<file path="config.mk">
export PLATFORM = sky130hd
export DESIGN_NAME = hex_array_text_parser
export DESIGN_NICKNAME = d
export VERILOG_FILES = /design/src/design/hatp_pkg.sv /design/src/design/hatp_core.sv /design/src/design/hatp_out.sv /design/src/design/hex_array_text_parser.sv
export SDC_FILE = /design/constraint.sdc
export NUM_CORES = 1
export LEC_CHECK = 0
export ABC_AREA = 0
export BUFFER_PORTS_ARGS = -buffer_cell sky130_fd_sc_hd__buf_2
export CAP_MARGIN = 40
export CORE_UTILIZATION = 29
export CTS_CLUSTER_SIZE = 28
export DETAILED_ROUTE_END_ITERATION = 16
export MAX_ROUTING_LAYER = met4
export SETUP_SLACK_MARGIN = 0.05
export SYNTH_ARGS = -nofsm -noshare
export SYNTH_HDL_FRONTEND = slang
export SYNTH_SLANG_ARGS = --single-unit
</file>
<file path="constraint.sdc">
create_clock -name clock -period 6 [get_ports clock]
set_input_delay 1.2 -clock clock [delete_from_list [all_inputs] [get_ports clock]]
set_output_delay 1.2 -clock clock [all_outputs]
set_load 0.01 [all_outputs]
</file>
<file path="src/design/hatp_pkg.sv">
// ----------------------------------------------------------------------------
// hatp_pkg: shared result type and constants for the hex array text parser
// Character codes the parser reacts to and the result word layout.
// ----------------------------------------------------------------------------
package hatp_pkg;

   // characters of interest
   localparam logic [7:0] CH_OPEN  = 8'h7B;  // '{'
   localparam logic [7:0] CH_CLOSE = 8'h7D;  // '}'
   localparam logic [7:0] CH_COMMA = 8'h2C;  // ','
   localparam logic [7:0] CH_LF    = 8'h0A;  // newline
   localparam logic [7:0] CH_CR    = 8'h0D;  // carriage return
   localparam logic [7:0] CH_TAB   = 8'h09;  // tab
   localparam logic [7:0] CH_SPACE = 8'h20;  // blank
   localparam logic [7:0] CH_ZERO  = 8'h30;  // '0'
   localparam logic [7:0] CH_LX    = 8'h78;  // 'x'
   localparam logic [7:0] CH_UX    = 8'h58;  // 'X'

   // value given for a token with too many significant digits
   localparam logic [7:0] BYTE_SAT = 8'hFF;
   localparam logic [3:0] SIG_MAX  = 4'd8;

   // one result word
   typedef struct packed {
      logic       byte_valid;
      logic [7:0] data_byte;
      logic       end_flag;
      logic       status;
   } result_type;

endpackage

</file>
<file path="src/design/hatp_core.sv">
// ----------------------------------------------------------------------------
// hatp_core: parse state and per-character decode
// Holds parse and token state; decodes one character per accepted word and
// produces the result word for the output register.
// ----------------------------------------------------------------------------
module hatp_core (
   input  logic                  clock,
   input  logic                  reset,
   input  logic                  accept,
   input  logic [7:0]            char_in,
   input  logic                  last_char,
   output logic                  res_valid,
   output hatp_pkg::result_type  res
);

   typedef enum logic [2:0] {
      PH_SEEK,
      PH_ARRAY,
      PH_DONE
   } phase_type;

   typedef enum logic [2:0] {
      TK_LEAD,
      TK_ZERO,
      TK_PFX,
      TK_DIGIT,
      TK_STOP,
      TK_SKIP
   } token_type;

   phase_type  phase_ff, phase_in;
   token_type  tok_ff, tok_in;
   logic [7:0] accum_ff, accum_in;
   logic [3:0] sig_ff, sig_in;
   logic [1:0] len_ff, len_in;
   logic       any_ff, any_in;

   // token state after feeding the character
   token_type  tok_f;
   logic [7:0] accum_f;
   logic [3:0] sig_f;
   logic [1:0] len_f;

   logic       is_hex;
   logic [3:0] hex_val;
   logic       closer;
   logic       endf;

   // hex digit decode
   always_comb begin
      is_hex  = 1'b1;
      hex_val = 4'd0;
      if (char_in >= 8'h30 && char_in <= 8'h39) begin
         hex_val = 4'(char_in - 8'h30);
      end else if (char_in >= 8'h61 && char_in <= 8'h66) begin
         hex_val = 4'(char_in - 8'h57);
      end else if (char_in >= 8'h41 && char_in <= 8'h46) begin
         hex_val = 4'(char_in - 8'h37);
      end else begin
         is_hex = 1'b0;
      end
   end

   assign closer = (char_in == hatp_pkg::CH_COMMA) || (char_in == hatp_pkg::CH_LF) ||
                   (char_in == hatp_pkg::CH_CLOSE);

   // token feed
   always_comb begin
      tok_f   = tok_ff;
      accum_f = accum_ff;
      sig_f   = sig_ff;
      len_f   = len_ff;
      if (!closer) begin
         unique case (tok_ff)
            TK_LEAD: begin
               if (char_in != hatp_pkg::CH_SPACE && char_in != hatp_pkg::CH_TAB &&
                   char_in != hatp_pkg::CH_CR) begin
                  len_f = 2'd1;
                  tok_f = (char_in == hatp_pkg::CH_ZERO) ? TK_ZERO : TK_SKIP;
               end
            end
            TK_ZERO: begin
               len_f = 2'd2;
               tok_f = (char_in == hatp_pkg::CH_LX || char_in == hatp_pkg::CH_UX) ?
                       TK_PFX : TK_SKIP;
            end
            TK_PFX, TK_DIGIT: begin
               len_f = 2'd3;
               if (is_hex) begin
                  tok_f   = TK_DIGIT;
                  accum_f = {accum_ff[3:0], hex_val};
                  // leading zeros are not significant; count saturates past eight
                  if (!(sig_ff == 4'd0 && hex_val == 4'd0) && sig_ff <= hatp_pkg::SIG_MAX)
                     sig_f = sig_ff + 4'd1;
               end else begin
                  tok_f = TK_STOP;
               end
            end
            default: begin
            end
         endcase
      end
   end

   // parse step
   always_comb begin
      phase_in = phase_ff;
      tok_in   = tok_ff;
      accum_in = accum_ff;
      sig_in   = sig_ff;
      len_in   = len_ff;
      any_in   = any_ff;
      res      = '0;
      endf     = 1'b0;
      unique case (phase_ff)
         PH_DONE: begin
            if (last_char) phase_in = PH_SEEK;
         end
         PH_ARRAY: begin
            tok_in   = tok_f;
            accum_in = accum_f;
            sig_in   = sig_f;
            len_in   = len_f;
            if (closer || last_char) begin
               if (len_f == 2'd3 && (tok_f == TK_DIGIT || tok_f == TK_STOP)) begin
                  res.byte_valid = 1'b1;
                  res.data_byte  = (sig_f > hatp_pkg::SIG_MAX) ? hatp_pkg::BYTE_SAT : accum_f;
                  any_in         = 1'b1;
               end
               tok_in   = TK_LEAD;
               accum_in = '0;
               sig_in   = '0;
               len_in   = '0;
            end
            endf = (char_in == hatp_pkg::CH_CLOSE) || last_char;
         end
         default: begin
            // seeking the open brace
            if (char_in == hatp_pkg::CH_OPEN) begin
               phase_in = PH_ARRAY;
               tok_in   = TK_LEAD;
               accum_in = '0;
               sig_in   = '0;
               len_in   = '0;
            end
            endf = last_char;
         end
      endcase
      if (endf) begin
         res.end_flag = 1'b1;
         res.status   = ~any_in;
         phase_in     = PH_DONE;
      end
      // end of text returns everything to reset
      if (last_char) begin
         phase_in = PH_SEEK;
         tok_in   = TK_LEAD;
         accum_in = '0;
         sig_in   = '0;
         len_in   = '0;
         any_in   = 1'b0;
      end
   end

   assign res_valid = res.byte_valid || res.end_flag;

   // state registers
   always_ff @(posedge clock) begin
      if (reset) begin
         phase_ff <= PH_SEEK;
         tok_ff   <= TK_LEAD;
         accum_ff <= '0;
         sig_ff   <= '0;
         len_ff   <= '0;
         any_ff   <= 1'b0;
      end else if (accept) begin
         phase_ff <= phase_in;
         tok_ff   <= tok_in;
         accum_ff <= accum_in;
         sig_ff   <= sig_in;
         len_ff   <= len_in;
         any_ff   <= any_in;
      end
   end

endmodule

</file>
<file path="src/design/hatp_out.sv">
// ----------------------------------------------------------------------------
// hatp_out: result register
// Holds one result word; accepts a new one in the cycle the old one leaves.
// ----------------------------------------------------------------------------
module hatp_out (
   input  logic                  clock,
   input  logic                  reset,
   input  logic                  accept,
   input  logic                  res_valid,
   input  hatp_pkg::result_type  res,
   output logic                  room,
   output logic                  out_valid,
   input  logic                  out_ready,
   output hatp_pkg::result_type  out_res
);

   logic                 valid_ff, valid_in;
   hatp_pkg::result_type res_ff;

   // free when empty or draining this cycle
   assign room = !valid_ff || out_ready;

   always_comb begin
      valid_in = valid_ff;
      if (out_ready) valid_in = 1'b0;
      if (accept && res_valid) valid_in = 1'b1;
   end

   always_ff @(posedge clock) begin
      if (reset) begin
         valid_ff <= 1'b0;
      end else begin
         valid_ff <= valid_in;
      end
   end

   // payload
   always_ff @(posedge clock) begin
      if (accept && res_valid) res_ff <= res;
   end

   assign out_valid = valid_ff;
   assign out_res   = res_ff;

endmodule

</file>
<file path="src/design/hex_array_text_parser.sv">
// ----------------------------------------------------------------------------
// hex_array_text_parser: parser for C array text of hex bytes
//
//   channel   dir   payload
//   req_      in    tdata = char_in[7:0], tlast = last_char
//   rsp_      out   tdata = data_byte[7:0], tlast = end_flag,
//                   tuser = {status, byte_valid}
//
// One character per cycle while the result register has room; its result word, if any, appears the next cycle.
// Throughput is set by the single decode step between state and result register, and by rsp_ stalls.
// Reset clears parse state and empties the result register.
// A result word held under a stall blocks all input until it leaves.
// ----------------------------------------------------------------------------
module hex_array_text_parser (
   input  logic       clock,
   input  logic       reset,
   input  logic       req_tvalid,
   output logic       req_tready,
   input  logic [7:0] req_tdata,   // [7:0] char_in
   input  logic       req_tlast,
   output logic       rsp_tvalid,
   input  logic       rsp_tready,
   output logic [7:0] rsp_tdata,   // [7:0] data_byte
   output logic       rsp_tlast,
   output logic [1:0] rsp_tuser    // [0] byte_valid, [1] status
);

   logic                 accept;
   logic                 room;
   logic                 res_valid;
   hatp_pkg::result_type res;
   hatp_pkg::result_type out_res;

   assign req_tready = room;
   assign accept     = req_tvalid && room;

   hatp_core u_core (
      .clock     (clock),
      .reset     (reset),
      .accept    (accept),
      .char_in   (req_tdata),
      .last_char (req_tlast),
      .res_valid (res_valid),
      .res       (res)
   );

   hatp_out u_out (
      .clock     (clock),
      .reset     (reset),
      .accept    (accept),
      .res_valid (res_valid),
      .res       (res),
      .room      (room),
      .out_valid (rsp_tvalid),
      .out_ready (rsp_tready),
      .out_res   (out_res)
   );

   assign rsp_tdata    = out_res.data_byte;
   assign rsp_tlast    = out_res.end_flag;
   assign rsp_tuser[0] = out_res.byte_valid;
   assign rsp_tuser[1] = out_res.status;

   // a result word always carries a byte or an end
   a_word_content: assert property (@(posedge clock) disable iff (reset)
      rsp_tvalid |-> (rsp_tuser[0] || rsp_tlast))
      else $error("result word with neither byte nor end");

   // status is meaningful only at the end
   a_status_end: assert property (@(posedge clock) disable iff (reset)
      (rsp_tvalid && !rsp_tlast) |-> !rsp_tuser[1])
      else $error("status set without end");

   // a byte at the end means status reports bytes found
   a_byte_status: assert property (@(posedge clock) disable iff (reset)
      (rsp_tvalid && rsp_tlast && rsp_tuser[0]) |-> !rsp_tuser[1])
      else $error("byte delivered but status says none");

   // no data without a byte
   a_data_zero: assert property (@(posedge clock) disable iff (reset)
      (rsp_tvalid && !rsp_tuser[0]) |-> (rsp_tdata == 8'h00))
      else $error("data set without a byte");

endmodule

</file>
# Word level (Yosys, flattened, before mapping)
# Cells that the tools add are included.
# W data, S select, Z words.
[totals]
ff_bits = 33
memories = 0
output_inout_bits = 13
mem_bits_ro = 0
ramBits = 0
input_bits = 13
wordCells = 129
latchBits = 0
[classes]
n_addsub = 4
magnitude_cmp = 8
n_reduce_logical = 31
shift = 0
muxes = 54
multipliers = 0
div_mod_pow = 0
n_bitwise = 1
n_eq_ne = 20
[ops]
columns = ["operator", "n"]
rows = [
  ["$mux W8", 7],
  ["$mux W4", 10],
  ["$mux W3", 12],
  ["$eq A8 B7 Y1 const B", 4],
  ["$mux W9", 3],
  ["$eq A8 B6 Y1 const B", 2],
  ["$ge A8 B7 Y1 const B", 2],
  ["$le A8 B7 Y1 const B", 2],
  ["$ne A8 B4 Y1 const B", 2],
  ["$pmux W8 S2", 1],
  ["$eq A3 B2 Y1 const B", 4],
  ["$mux W2", 6],
  ["$logic_and A1 B1 Y1", 10],
  ["$mux W1", 9],
  ["$pmux W3 S3", 1],
  ["$reduce_and A3 Y1", 3],
  ["$eq A8 B4 Y1 const B", 1],
  ["$ge A8 B6 Y1 const B", 1],
  ["$le A8 B6 Y1 const B", 1],
  ["$logic_not A4 Y1", 2],
  ["$logic_or A1 B1 Y1", 8],
  ["$ne A8 B6 Y1 const B", 1],
  ["$pmux W4 S2", 1],
  ["$sub A4 B3 Y4 const B", 2],
  ["19 further kinds", 23],
]

# Longest topological paths before layout
# Gate-level depths: netlist (run 1).
[depth]
ltp_word = 21
depth_mapped = 9
depth_no_buf = 9

# Modules after synthesis
# From an unflattened synthesis (run 1), not the netlist that was laid out.
[hier_totals]
cells_unflattened = 243
hier_area_um2 = 2103.3
[by_module_without_submodules]
columns = ["mod", "cells_per_inst", "instances", "area_each_um2", "seq_area_each_um2"]
rows = [
  ["hatp_core", 226, 1, 1716.6, 400.4],
  ["hatp_out", 16, 1, 380.4, 350.3],
  ["hex_array_text_parser", 1, 1, 6.3, 0.0],
]

# Worst setup path before layout (run 1)
# OpenSTA, ideal clock, no wires.
[synth_timing]
kind = "input-to-reg"
startpoint = "input port req_tdata[3]"
endpoint = "register u_out.res_ff (netlist bit u_out.out_res[0]), enable pin"
stages = 7
path_slack_ps = 1035
setup_ps = 441
t_arrival_ps = 4524
n_path_buf = 1
required_ps = 5559
cell_sequence = "buf_6 -> or4b_4 -> or3_4 -> a21oi_4 -> a31oi_1 -> and3_1 -> a2111oi_0"
[synth_via]
elab_chain_len = 16
word_cells_on_any_way = 49
classes_between = "6 x order compare; 12 x eq/ne; 17 x mux; 14 x reduce/logical"
[synth_lines]
columns = ["element", "line_no", "rtl"]
rows = [
  ["from (decl)", "hex_array_text_parser.sv:19", "input logic [7:0] req_tdata,"],
  ["$ge A8 B7 Y1 or $le A8 B7 Y1 (tied branches)", "hatp_core.sv:57", "end else if (char_in >= 8'h41 && char_in <= 8'h46) begin"],
  ["$logic_and A1 B1 Y1", "hatp_core.sv:57", ""],
  ["$mux W1", "hatp_core.sv:57", ""],
  ["$mux W1", "hatp_core.sv:55", "end else if (char_in >= 8'h61 && char_in <= 8'h66) begin"],
  ["$mux W1", "hatp_core.sv:53", "if (char_in >= 8'h30 && char_in <= 8'h39) begin"],
  ["$mux W3", "hatp_core.sv:89", "if (is_hex) begin"],
  ["$pmux W3 S3", "hatp_core.sv:74", "unique case (tok_ff)"],
  ["$mux W3", "hatp_core.sv:73", "if (!closer) begin"],
  ["$eq A3 B2 Y1 or $eq A3 B3 Y1 (tied branches)", "hatp_core.sv:125", "if (len_f == 2'd3 && (tok_f == TK_DIGIT || tok_f == TK_STOP)) begin"],
  ["$logic_or A1 B1 Y1", "hatp_core.sv:125", ""],
  ["$logic_and A1 B1 Y1", "hatp_core.sv:125", ""],
  ["$mux W9", "hatp_core.sv:125", ""],
  ["$mux W9", "hatp_core.sv:124", "if (closer || last_char) begin"],
  ["$mux W9", "hatp_core.sv:115", "unique case (phase_ff)"],
  ["$logic_or A1 B1 Y1 *", "hatp_core.sv:165", "assign res_valid = res.byte_valid || res.end_flag;"],
  ["$logic_and A1 B1 Y1 *", "hatp_out.sv:39", "if (accept && res_valid) res_ff <= res;"],
  ["to (signal assigned)", "hatp_out.sv:39", ""],
  ["to (decl)", "hatp_out.sv:18", "hatp_pkg::result_type res_ff;"],
]
# Every way passes the cells marked *; elsewhere a longest branch is shown, timed or not.
# A chain may end at the register's enable or synchronous reset.

# Final worst setup path (run 1)
[layout_timing]
startpoint = "input port req_tdata[3]"
endpoint = "register u_out.res_ff (netlist bit u_out.out_res[10]), enable pin"
# Same word-level chain as after synthesis.

==> results of run 1 <==
## metrics by stage
step / setup WS [ns] / utilization [%] / hold slack (ns) / instance area [um2] / cells
2_1_floorplan: 1.035 / - / 0.4376 / 2106 / 246
3_3_place_gp: 1.941 / 33.10 / 0.4558 / 2286 / 353
3_5_place_dp: 1.966 / 33.32 / 0.4598 / 2301 / 355
4_1_cts: 2.273 / 34.93 / 0.4715 / 2412 / 363
5_1_grt: 2.103 / 34.93 / 0.4969 / 2412 / 363
6_report: 2.253 / 34.93 / 0.4690 / 2412 / 363
## Yosys cell counts (3+ instances only)
master	number
a31oi_1	8
edfxtp_1	11
a311oi_1	5
a21oi_1	14
o21ai_0	12
a32oi_1	7
a211oi_1	4
buf_2	3
nor3_1	9
nor2_1	24
clkbuf_1	9
ha_1	9
nand2_1	24
nor3b_1	3
o211ai_1	3
and3_1	4
inv_1	11
and2_1	3
nand2b_1	4
or3_1	4
dfxtp_1	21
nand3_1	4
## logic make-up (layout without fill, tap and decap cells)
group	Yosys count	in the layout	share of synthesized area, %
mux	1	1	0.7128
fa+ha+maj	9	9	5.348
simple gates	94	94	23.17
flops	32	32	35.65
buf+inv	26	47	5.704
xor+xnor	3	3	1.248
compound gates	81	81	28.16
## where the power goes
part	switching [W]	internal, W
Sequential	0.00000135	0.000228
Combinational	0.0000299	0.0000177
Clock	0.0000835	0.000123
Total	0.000115	0.000369
## critical path: cells and delay by family
family                 cells  cell delay, ns
and+or+nand+nor            3            1.23
AOI/OAI and AO/OA          3            0.90
buffers and inverters      2            0.40
## layer usage
metal | vias to the layer above | track usage (%) | share of wire, %
li1 | 969 | - | -
met3 | 8 | 3.128 | 6.0
met5 | - | - | 0
met4 | 0 | 4.769 | 1.4
met2 | 74 | 19.83 | 41
met1 | 893 | 21.27 | 51
## worst min path at each step
stage                        from            end  slack [ns]
floorplan           u_core.any_ff  u_core.any_ff        0.44
global placement    u_core.any_ff  u_core.any_ff        0.46
detailed placement  u_core.any_ff  u_core.any_ff        0.46
CTS                 u_core.any_ff  u_core.any_ff        0.47
global route        u_core.any_ff  u_core.any_ff        0.50
finish              u_core.any_ff  u_core.any_ff        0.47
## cell type report
class,instances,area (um2)
Fill cell,750,4494
Multi-Input combinational cell,188,1241
Tap cell,96,120.1
Sequential cell,32,750.7
Clock inverter,3,42.54
Clock buffer,5,68.82
Timing Repair Buffer,28,147.6
Inverter,11,41.29
## registers in the layout, summed over array words and instances (netlist names)
register	cells
u_core.sig_ff	4
u_core.len_ff	2
u_out.out_valid	1
u_core.tok_ff	3
u_out.out_res	11
u_core.any_ff	1
u_core.accum_ff	8
u_core.phase_ff	2
==> flow_summary.ini, run 1 <==
[layout]
layout_commonest_cell = buf_2
nets = 288
mostFrequentLayoutCells = buf_2, nor2_1, nand2_1, dfxtp_1, a21oi_1
area_growth_pct = 14.56
n_antenna_cell = 0
final_layout_size_suffix_gt1_share_pct = 17.60

[detailed_routing]
wl_per_cell_um = 13.46
vias = 1944
routed_wl_um = 4887
detail-route-antenna-nets = 0
drtIter0Drc = 103
drt_first_pass_iters = 4
vias_per_cell = 5.355
drc_errors = 0

[clock_network]
cts_buffer_depth = 2
clk_latency_ns = 0.29
clkSinkCount = 32
cts_root_buf = clkbuf_8
cts.reportedPaths.clkPinSlew_ns = 0.07
postCtsSetupBuffers = 0
cts_resized = 0
hold_buffers = 0
h-tree-depth = 2
cts_tree = done
cts-buffers-inserted = 5

[synth]
synth.avg_cell_area_um2 = 8.560
syn_inst = 246
synth_nets = 268
yosysUniqueCellTypes = 61
synth_top_area_cell = dfxtp_1
async_reset_ff_share_pct = 0
syn-cell-area_um2 = 2106
synth_edf_count = 11
synth_seq_area_share_pct = 35.65
synth-main-ff-cell = dfxtp_1
yosysWarnings = 0
synth_top_area_share_pct = 19.96
synth_seq_cells = 32
synthTopCellsByArea = dfxtp_1, edfxtp_1, ha_1, nand2_1, nor2_1

[grt]
grt-ovfl-total = 0
antenna_found_initial = 0
grt_max_degree = 23
grt_pass1_wl_um = 8307
grt_use_total_pct = 14.62
grt_pass1_vias = 1685

[sta]
finalHoldViolations = 0
timing.final.crit_share_pct = 62.46
clock_skew_ns = 0.006392
setup_violations = 0
max-slew-margin-rel_pct = 48.24
setup-tns-final_ns = 0
fmax_ghz = 0.2669
rsz0062_at_grt = no
min_period_ns = 3.747
drv_slew = 0
worst_pin_slew_ns = 0.7712

[die]
dieArea_um2 = 7606
fp.dieH_um = 87.22
ioPinCount = 26
start_util_pct = 30.49
coreArea_um2 = 6907
num_rows = 30
dieWidth_um = 87.22

[worst_setup_path]
cpMaxStageDelayCell = or4b_4
r2r_slack_ns = 3.54
slowest_delay_ns = 0.57
critPathMaxFanout = 22
cp.arrival_ns = 3.74
rr_worst_depth = 6
cp_data_required_time_ns = 5.99
crit_type = in -> reg
end_kind = register
crit_chain = buf_2, or4b_4, or3_4, a21oi_4, a31oi_1, and3_1, a2111oi_2, buf_4
cp-startpoint = req_tdata[3]
r2r-end = u_out.out_res[10]
endpoint = u_out.out_res[10]
reg2reg_from = u_core.tok_ff[1]
start_kind = input pin

[power]
powerDensity_nw_per_um2 = 200.4
leakagePower_nw = 0.8128
fin_total_pwr_w = 0.0004835
peakVddDrop_mv = 0.07744

[worst_hold_path]
hold_depth = 2
min-delay-path-class = reg -> reg

[placed_design]
portBuffers = 25
gp_congestion = 0.9487
place_hpwl_um = 3655

[outcome]
outcome = completed

[flow_run]
drv_cap = 0
Note: power is estimated with default switching activity, not from simulation.
==> run 2, diff against run 1 <==
Clock period 6 ns to 3.8 ns, I/O delays scaled along.
==> run 2 against run 1 <==
Net effect: register-to-register slack worse by 2.1 ns; clock-buffer cell count is 1 higher; critical endpoint is now u_out.out_res[6]; die area stayed put; wire length is 2.6% higher; global-route usage is 0.43 points higher; setup slack worse by 1.5 ns; cell count is 0.28% higher; largest cell class unchanged.
==> flow_summary.ini, run 2 (synthesis results as in run 1) <==
[worst_setup_path]
critPathMaxFanout = 11
rr_worst_depth = 7
cp_data_required_time_ns = 3.79
start_kind = input pin
cp.arrival_ns = 3.06
crit_type = in -> reg
end_kind = register
r2r_slack_ns = 1.45
r2r-end = u_out.out_res[6]
reg2reg_from = u_core.tok_ff[2]

[grt]
grt_use_total_pct = 15.05
grt_pass1_wl_um = 8700
grt_max_degree = 23
grt_pass1_vias = 1770
grt-ovfl-total = 0
antenna_found_initial = 0

[sta]
rsz0062_at_grt = no
fmax_ghz = 0.3254
setup_violations = 0
layout_setup_ws_ns = 0.7272
min_period_ns = 3.073
setup-tns-final_ns = 0
worst_pin_slew_ns = 0.7493
timing.final.crit_share_pct = 80.86
max-slew-margin-rel_pct = 49.52
drv_slew = 0
clock_skew_ns = 0.009253
finalHoldViolations = 0

[die]
start_util_pct = 30.49
ioPinCount = 26
dieWidth_um = 87.22
num_rows = 30
dieArea_um2 = 7606
coreArea_um2 = 6907
fp.dieH_um = 87.22

[worst_hold_path]
hold_depth = 2
holdPathEnd = u_core.any_ff
min-delay-path-class = reg -> reg
hold_start = u_core.any_ff

[power]
power_frac_seq_pct = 47.8
powerDensity_nw_per_um2 = 314.1
switching_share_pct = 23.20
peakVddDrop_mv = 0.1000
p_int_w = 0.0005829
switchingPower_w = 0.0001760
p_comb_share_pct = 10.0
leakagePower_nw = 0.8193
clkPwrFrac_pct = 42.2

[placed_design]
portBuffers = 25
place_ws_ns = 0.4765
gp_congestion = 0.9616
place_area_um2 = 2308
place_hpwl_um = 3675

[detailed_routing]
wl_per_cell_um = 13.77
vias = 1937
drc_errors = 0
vias_per_cell = 5.321
drt_first_pass_iters = 4
routed_wl_um = 5012
drtIter0Drc = 127
detail-route-antenna-nets = 0

[outcome]
outcome = completed

[clock_network]
clkSinkCount = 32
hold_buffers = 0
cts-buffers-inserted = 5
postCtsSetupBuffers = 0
h-tree-depth = 2
clk_latency_ns = 0.29
cts_root_buf = clkbuf_8
cts_buffer_depth = 2
cts_resized = 0
cts.reportedPaths.clkPinSlew_ns = 0.06
cts_tree = done

[layout]
nets = 289
mostFrequentLayoutCells = buf_2, nor2_1, nand2_1, dfxtp_1, a21oi_1
layout_commonest_cell = buf_2
stdcell_area_um2 = 2416
largest_reg_flops = 11
area_growth_pct = 14.74
final_layout_size_suffix_gt1_share_pct = 17.54
n_antenna_cell = 0

[flow_run]
drv_cap = 0
## run 2: per-layer routing
metal,vias up,track usage [%],wire [um]
met5,-,-,0
met4,0,5.663,70
met3,5,2.749,254
met2,70,20.62,2034
met1,890,21.73,2652
li1,972,-,-
## run 2: final cells by class
cell class | count | area (um2)
multi-input combinational | 188 | 1241
fill | 762 | 4491
timing repair buffer | 29 | 155.1
inverter | 11 | 41.29
clock inverter | 2 | 35.03
sequential | 32 | 750.7
tap | 96 | 120.1
clock buffer | 6 | 72.57
## run 2: worst max-delay path, stage by stage
cell	delay, ns
buf_2	0.12
inv_1	0.15
ha_1	0.24
nand3_1	0.14
nor2_1	0.29
nor3_1	0.17
a32oi_1	0.30
o2111ai_1	0.24
a2111oi_2	0.40
buf_4	0.24
## run 2: power by group through the flow
stage                     registers [W]  clock network [W]  logic [W]
after global routing           0.000363           0.000345  0.0000849
after CTS                      0.000363           0.000328  0.0000748
after floorplan                0.000374                  0  0.0000454
final                          0.000363           0.000321  0.0000756
after global placement         0.000370                  0  0.0000746
after detailed placement       0.000370                  0  0.0000747
## run 2: stage by stage
step | hold WS [ns] | util, % | power [W] | std cells
floorplan | 0.4376 | - | 0.0004193 | 246
global placement | 0.4528 | 33.42 | 0.0004447 | 356
detailed placement | 0.4586 | 33.42 | 0.0004450 | 356
CTS | 0.4701 | 34.98 | 0.0007655 | 364
global route | 0.4942 | 34.98 | 0.0007935 | 364
finish | 0.4731 | 34.98 | 0.0007589 | 364
## run 2: how the worst max path moves through the flow
stage	from	endpoint	slack, ns	depth (start not counted)
floorplan	req_tdata[3]	u_out.out_res[0]	0.34	7
global placement	req_tdata[3]	u_out.out_res[8]	0.47	8
detailed placement	req_tdata[1]	u_out.out_res[9]	0.48	10
CTS	req_tdata[1]	u_out.out_res[6]	0.78	10
global route	req_tdata[1]	u_out.out_res[6]	0.44	10
finish	req_tdata[1]	u_out.out_res[6]	0.73	10
==> run 3, diff against run 2 <==
Settings changed: ABC_AREA 0 to 1.
Clock period 3.8 ns to 2.5 ns, I/O delays scaled along.
==> run 3 against run 2 <==
Net effect: combinational power is 98% higher; setup slack worse by 0.50 ns; sequential cell count did not move; largest cell class unchanged; die area is 1.4% lower; sequential share of layout area shrank 2.6 points; cell count is 23% higher.
==> flow_summary.ini, run 3 <==
[worst_setup_path]
path_delay_family = simple AND/OR/NAND/NOR gates
cp_data_required_time_ns = 2.51
reg2reg_from = u_core.tok_ff[1]
start_kind = input pin
crit_type = in -> reg
critPathBufInv = 4
crit_chain = buf_2, inv_4, ha_4, inv_1, nor2_1, nand3_1, nand3_2, nor2_4, nand2_1, nor2_2, nor2_1, nand2_1, nand2_1, nand3_2, nand2_2, nand2_4, clkinvlp_4
cp.arrival_ns = 2.27
r2r_slack_ns = 0.42
crit_cells = 17
r2r-end = u_out.out_res[3]
end_kind = register
cpMaxStageDelayCell = nor2_4
rr_worst_depth = 12
crit_path_frequent_cell = nand2_1
slowest_delay_ns = 0.22
critPathMaxFanout = 8
cp-startpoint = req_tdata[0]
endpoint = u_out.out_res[3]

[sta]
drv_slew = 0
worst_pin_slew_ns = 0.4718
fmax_ghz = 0.4410
holdWs_ns = 0.4647
timing.final.crit_share_pct = 90.71
layout_setup_ws_ns = 0.2322
min_period_ns = 2.268
max-slew-margin-rel_pct = 68.21
clock_skew_ns = 0.004030
setup_violations = 0
rsz0062_at_grt = no
finalHoldViolations = 0
setup-tns-final_ns = 0

[layout]
mostFrequentLayoutCells = nand2_1, inv_1, a21oi_1, nor2_1, buf_4
final_layout_size_suffix_gt1_share_pct = 27.27
nets = 373
n_antenna_cell = 0
fill_cells = 747
area_growth_pct = 26.82
layout_commonest_cell = nand2_1
instances_no_fill = 448
largest_reg_flops = 11

[placed_design]
portBuffers = 25
dp_cells = 434
gp_congestion = 0.8404
place_ws_ns = -0.2099
place_hpwl_um = 3541

[power]
power_frac_seq_pct = 50.8
p_comb_share_pct = 13.8
leakagePower_nw = 1.265
peakVddDrop_mv = 0.3478
p_int_w = 0.0007938
switching_share_pct = 26.85
clkPwrFrac_pct = 35.4
fin_total_pwr_w = 0.001085
switchingPower_w = 0.0002914
powerDensity_nw_per_um2 = 412.2

[synth]
syn_inst = 298
syn-cell-area_um2 = 2076
yosys-top-cells-count = nand2_1, inv_1, a21oi_1
yosysUniqueCellTypes = 30
yosysWarnings = 0
synth.avg_cell_area_um2 = 6.966
post-synth-top-count-cell = nand2_1
synth_top_area_share_pct = 20.25
synth-main-ff-cell = dfxtp_1
synth_top_area_cell = dfxtp_1
synth_edf_count = 11
synth_seq_cells = 32
synth_seq_area_share_pct = 36.17
synth_nets = 320
synthTopCellsByArea = dfxtp_1, edfxtp_1, nand2_1, a21oi_1, inv_1
async_reset_ff_share_pct = 0

[die]
fp.dieH_um = 86.61
start_util_pct = 30.22
coreArea_um2 = 6869
ioPinCount = 26
num_rows = 30
dieArea_um2 = 7500
dieWidth_um = 86.61

[clock_network]
cts_root_buf = clkbuf_8
cts_buffer_depth = 2
clk_latency_ns = 0.28
h-tree-depth = 2
cts.reportedPaths.clkPinSlew_ns = 0.07
clkSinkCount = 32
cts_tree = done
hold_buffers = 0
cts-buffers-inserted = 5

[grt]
grt-ovfl-total = 0
grt_pass1_wl_um = 8273
grt_use_total_pct = 14.01
grt_max_degree = 22
grt_pass1_vias = 1883
antenna_found_initial = 0

[detailed_routing]
drt_first_pass_iters = 4
detail-route-antenna-nets = 0
wl_per_cell_um = 10.78
vias_per_cell = 4.475
drc_errors = 0
drtIter0Drc = 117
vias = 2005
routed_wl_um = 4831

[worst_hold_path]
hold_start = u_core.accum_ff[7]
hold_depth = 2
min-delay-path-class = reg -> reg

[flow_run]
drv_cap = 0

[outcome]
outcome = completed
[run 3: metrics by stage]
stage,area [um2],util (%)
2_1_floorplan,2079,-
3_3_place_gp,2462,35.85
3_5_place_dp,2462,35.85
4_1_cts,2545,37.05
5_1_grt,2633,38.32
6_report,2633,38.32
[run 3: worst reg2reg max path: stages (launching register included)]
cell        delay, ns
dfxtp_1          0.49
inv_1            0.10
nor2_1           0.23
nor3_1           0.09
nor2_1           0.14
nand3_1          0.08
nand2_1          0.06
nand2_1          0.05
nor2_1           0.12
nand3_2          0.10
nand2_2          0.09
nand2_4          0.08
clkinvlp_4       0.15
[run 3: layout make-up]
cell class | instances | area (um2) | share of cell area (%)
clock buffer | 5 | 68.82 | 2.614
tap | 96 | 120.1 | 4.563
multi-input combinational | 217 | 1165 | 44.25
timing repair buffer | 52 | 340.3 | 12.93
timing repair inverter | 1 | 7.507 | 0.2852
inverter | 42 | 166.4 | 6.321
clock inverter | 3 | 13.76 | 0.5228
sequential | 32 | 750.7 | 28.52
[run 3: worst min path at each step]
stage / to / slack [ns]
floorplan: u_core.accum_ff[4] / 0.44
global placement: u_core.accum_ff[7] / 0.45
finish: u_core.accum_ff[7] / 0.46
detailed placement: u_core.accum_ff[5] / 0.45
CTS: u_core.accum_ff[7] / 0.47
global route: u_core.len_ff[0] / 0.48
[run 3: timing repair]
action	4_1_cts	5_1_grt
buffers inserted	0	5
setup endpoints to repair	0	21
resized for setup	0	14
[run 3: layer usage]
metal | up-vias | GRT usage [%] | routed length [um]
li1 | 1064 | - | -
met1 | 908 | 17.39 | 2285
met2 | 28 | 23.81 | 2381
met3 | 5 | 2.667 | 140
met4 | 0 | 2.727 | 24
met5 | - | - | 0
[run 3: power by group through the flow]
| stage | clock (W) | sequential, W | combinational, W |
|---|---|---|---|
| 2_1_floorplan | 0 | 0.000568 | 0.0000737 |
| 3_3_place_gp | 0 | 0.000563 | 0.000135 |
| 3_5_place_dp | 0 | 0.000563 | 0.000137 |
| 4_1_cts | 0.000393 | 0.000552 | 0.000138 |
| 5_1_grt | 0.000419 | 0.000552 | 0.000168 |
| 6_report | 0.000384 | 0.000551 | 0.000150 |
[run 3: cells by family (layout without fill, tap and decap cells)]
group	count (synthesis)	in the layout	synth area share [%]
AO/OA/AOI/OAI	50	50	12.84
flip-flops	32	32	36.17
AND/OR/NAND/NOR	158	158	35.92
buffers and inverters	49	103	9.645
adder cells (fa/ha/maj)	9	9	5.425
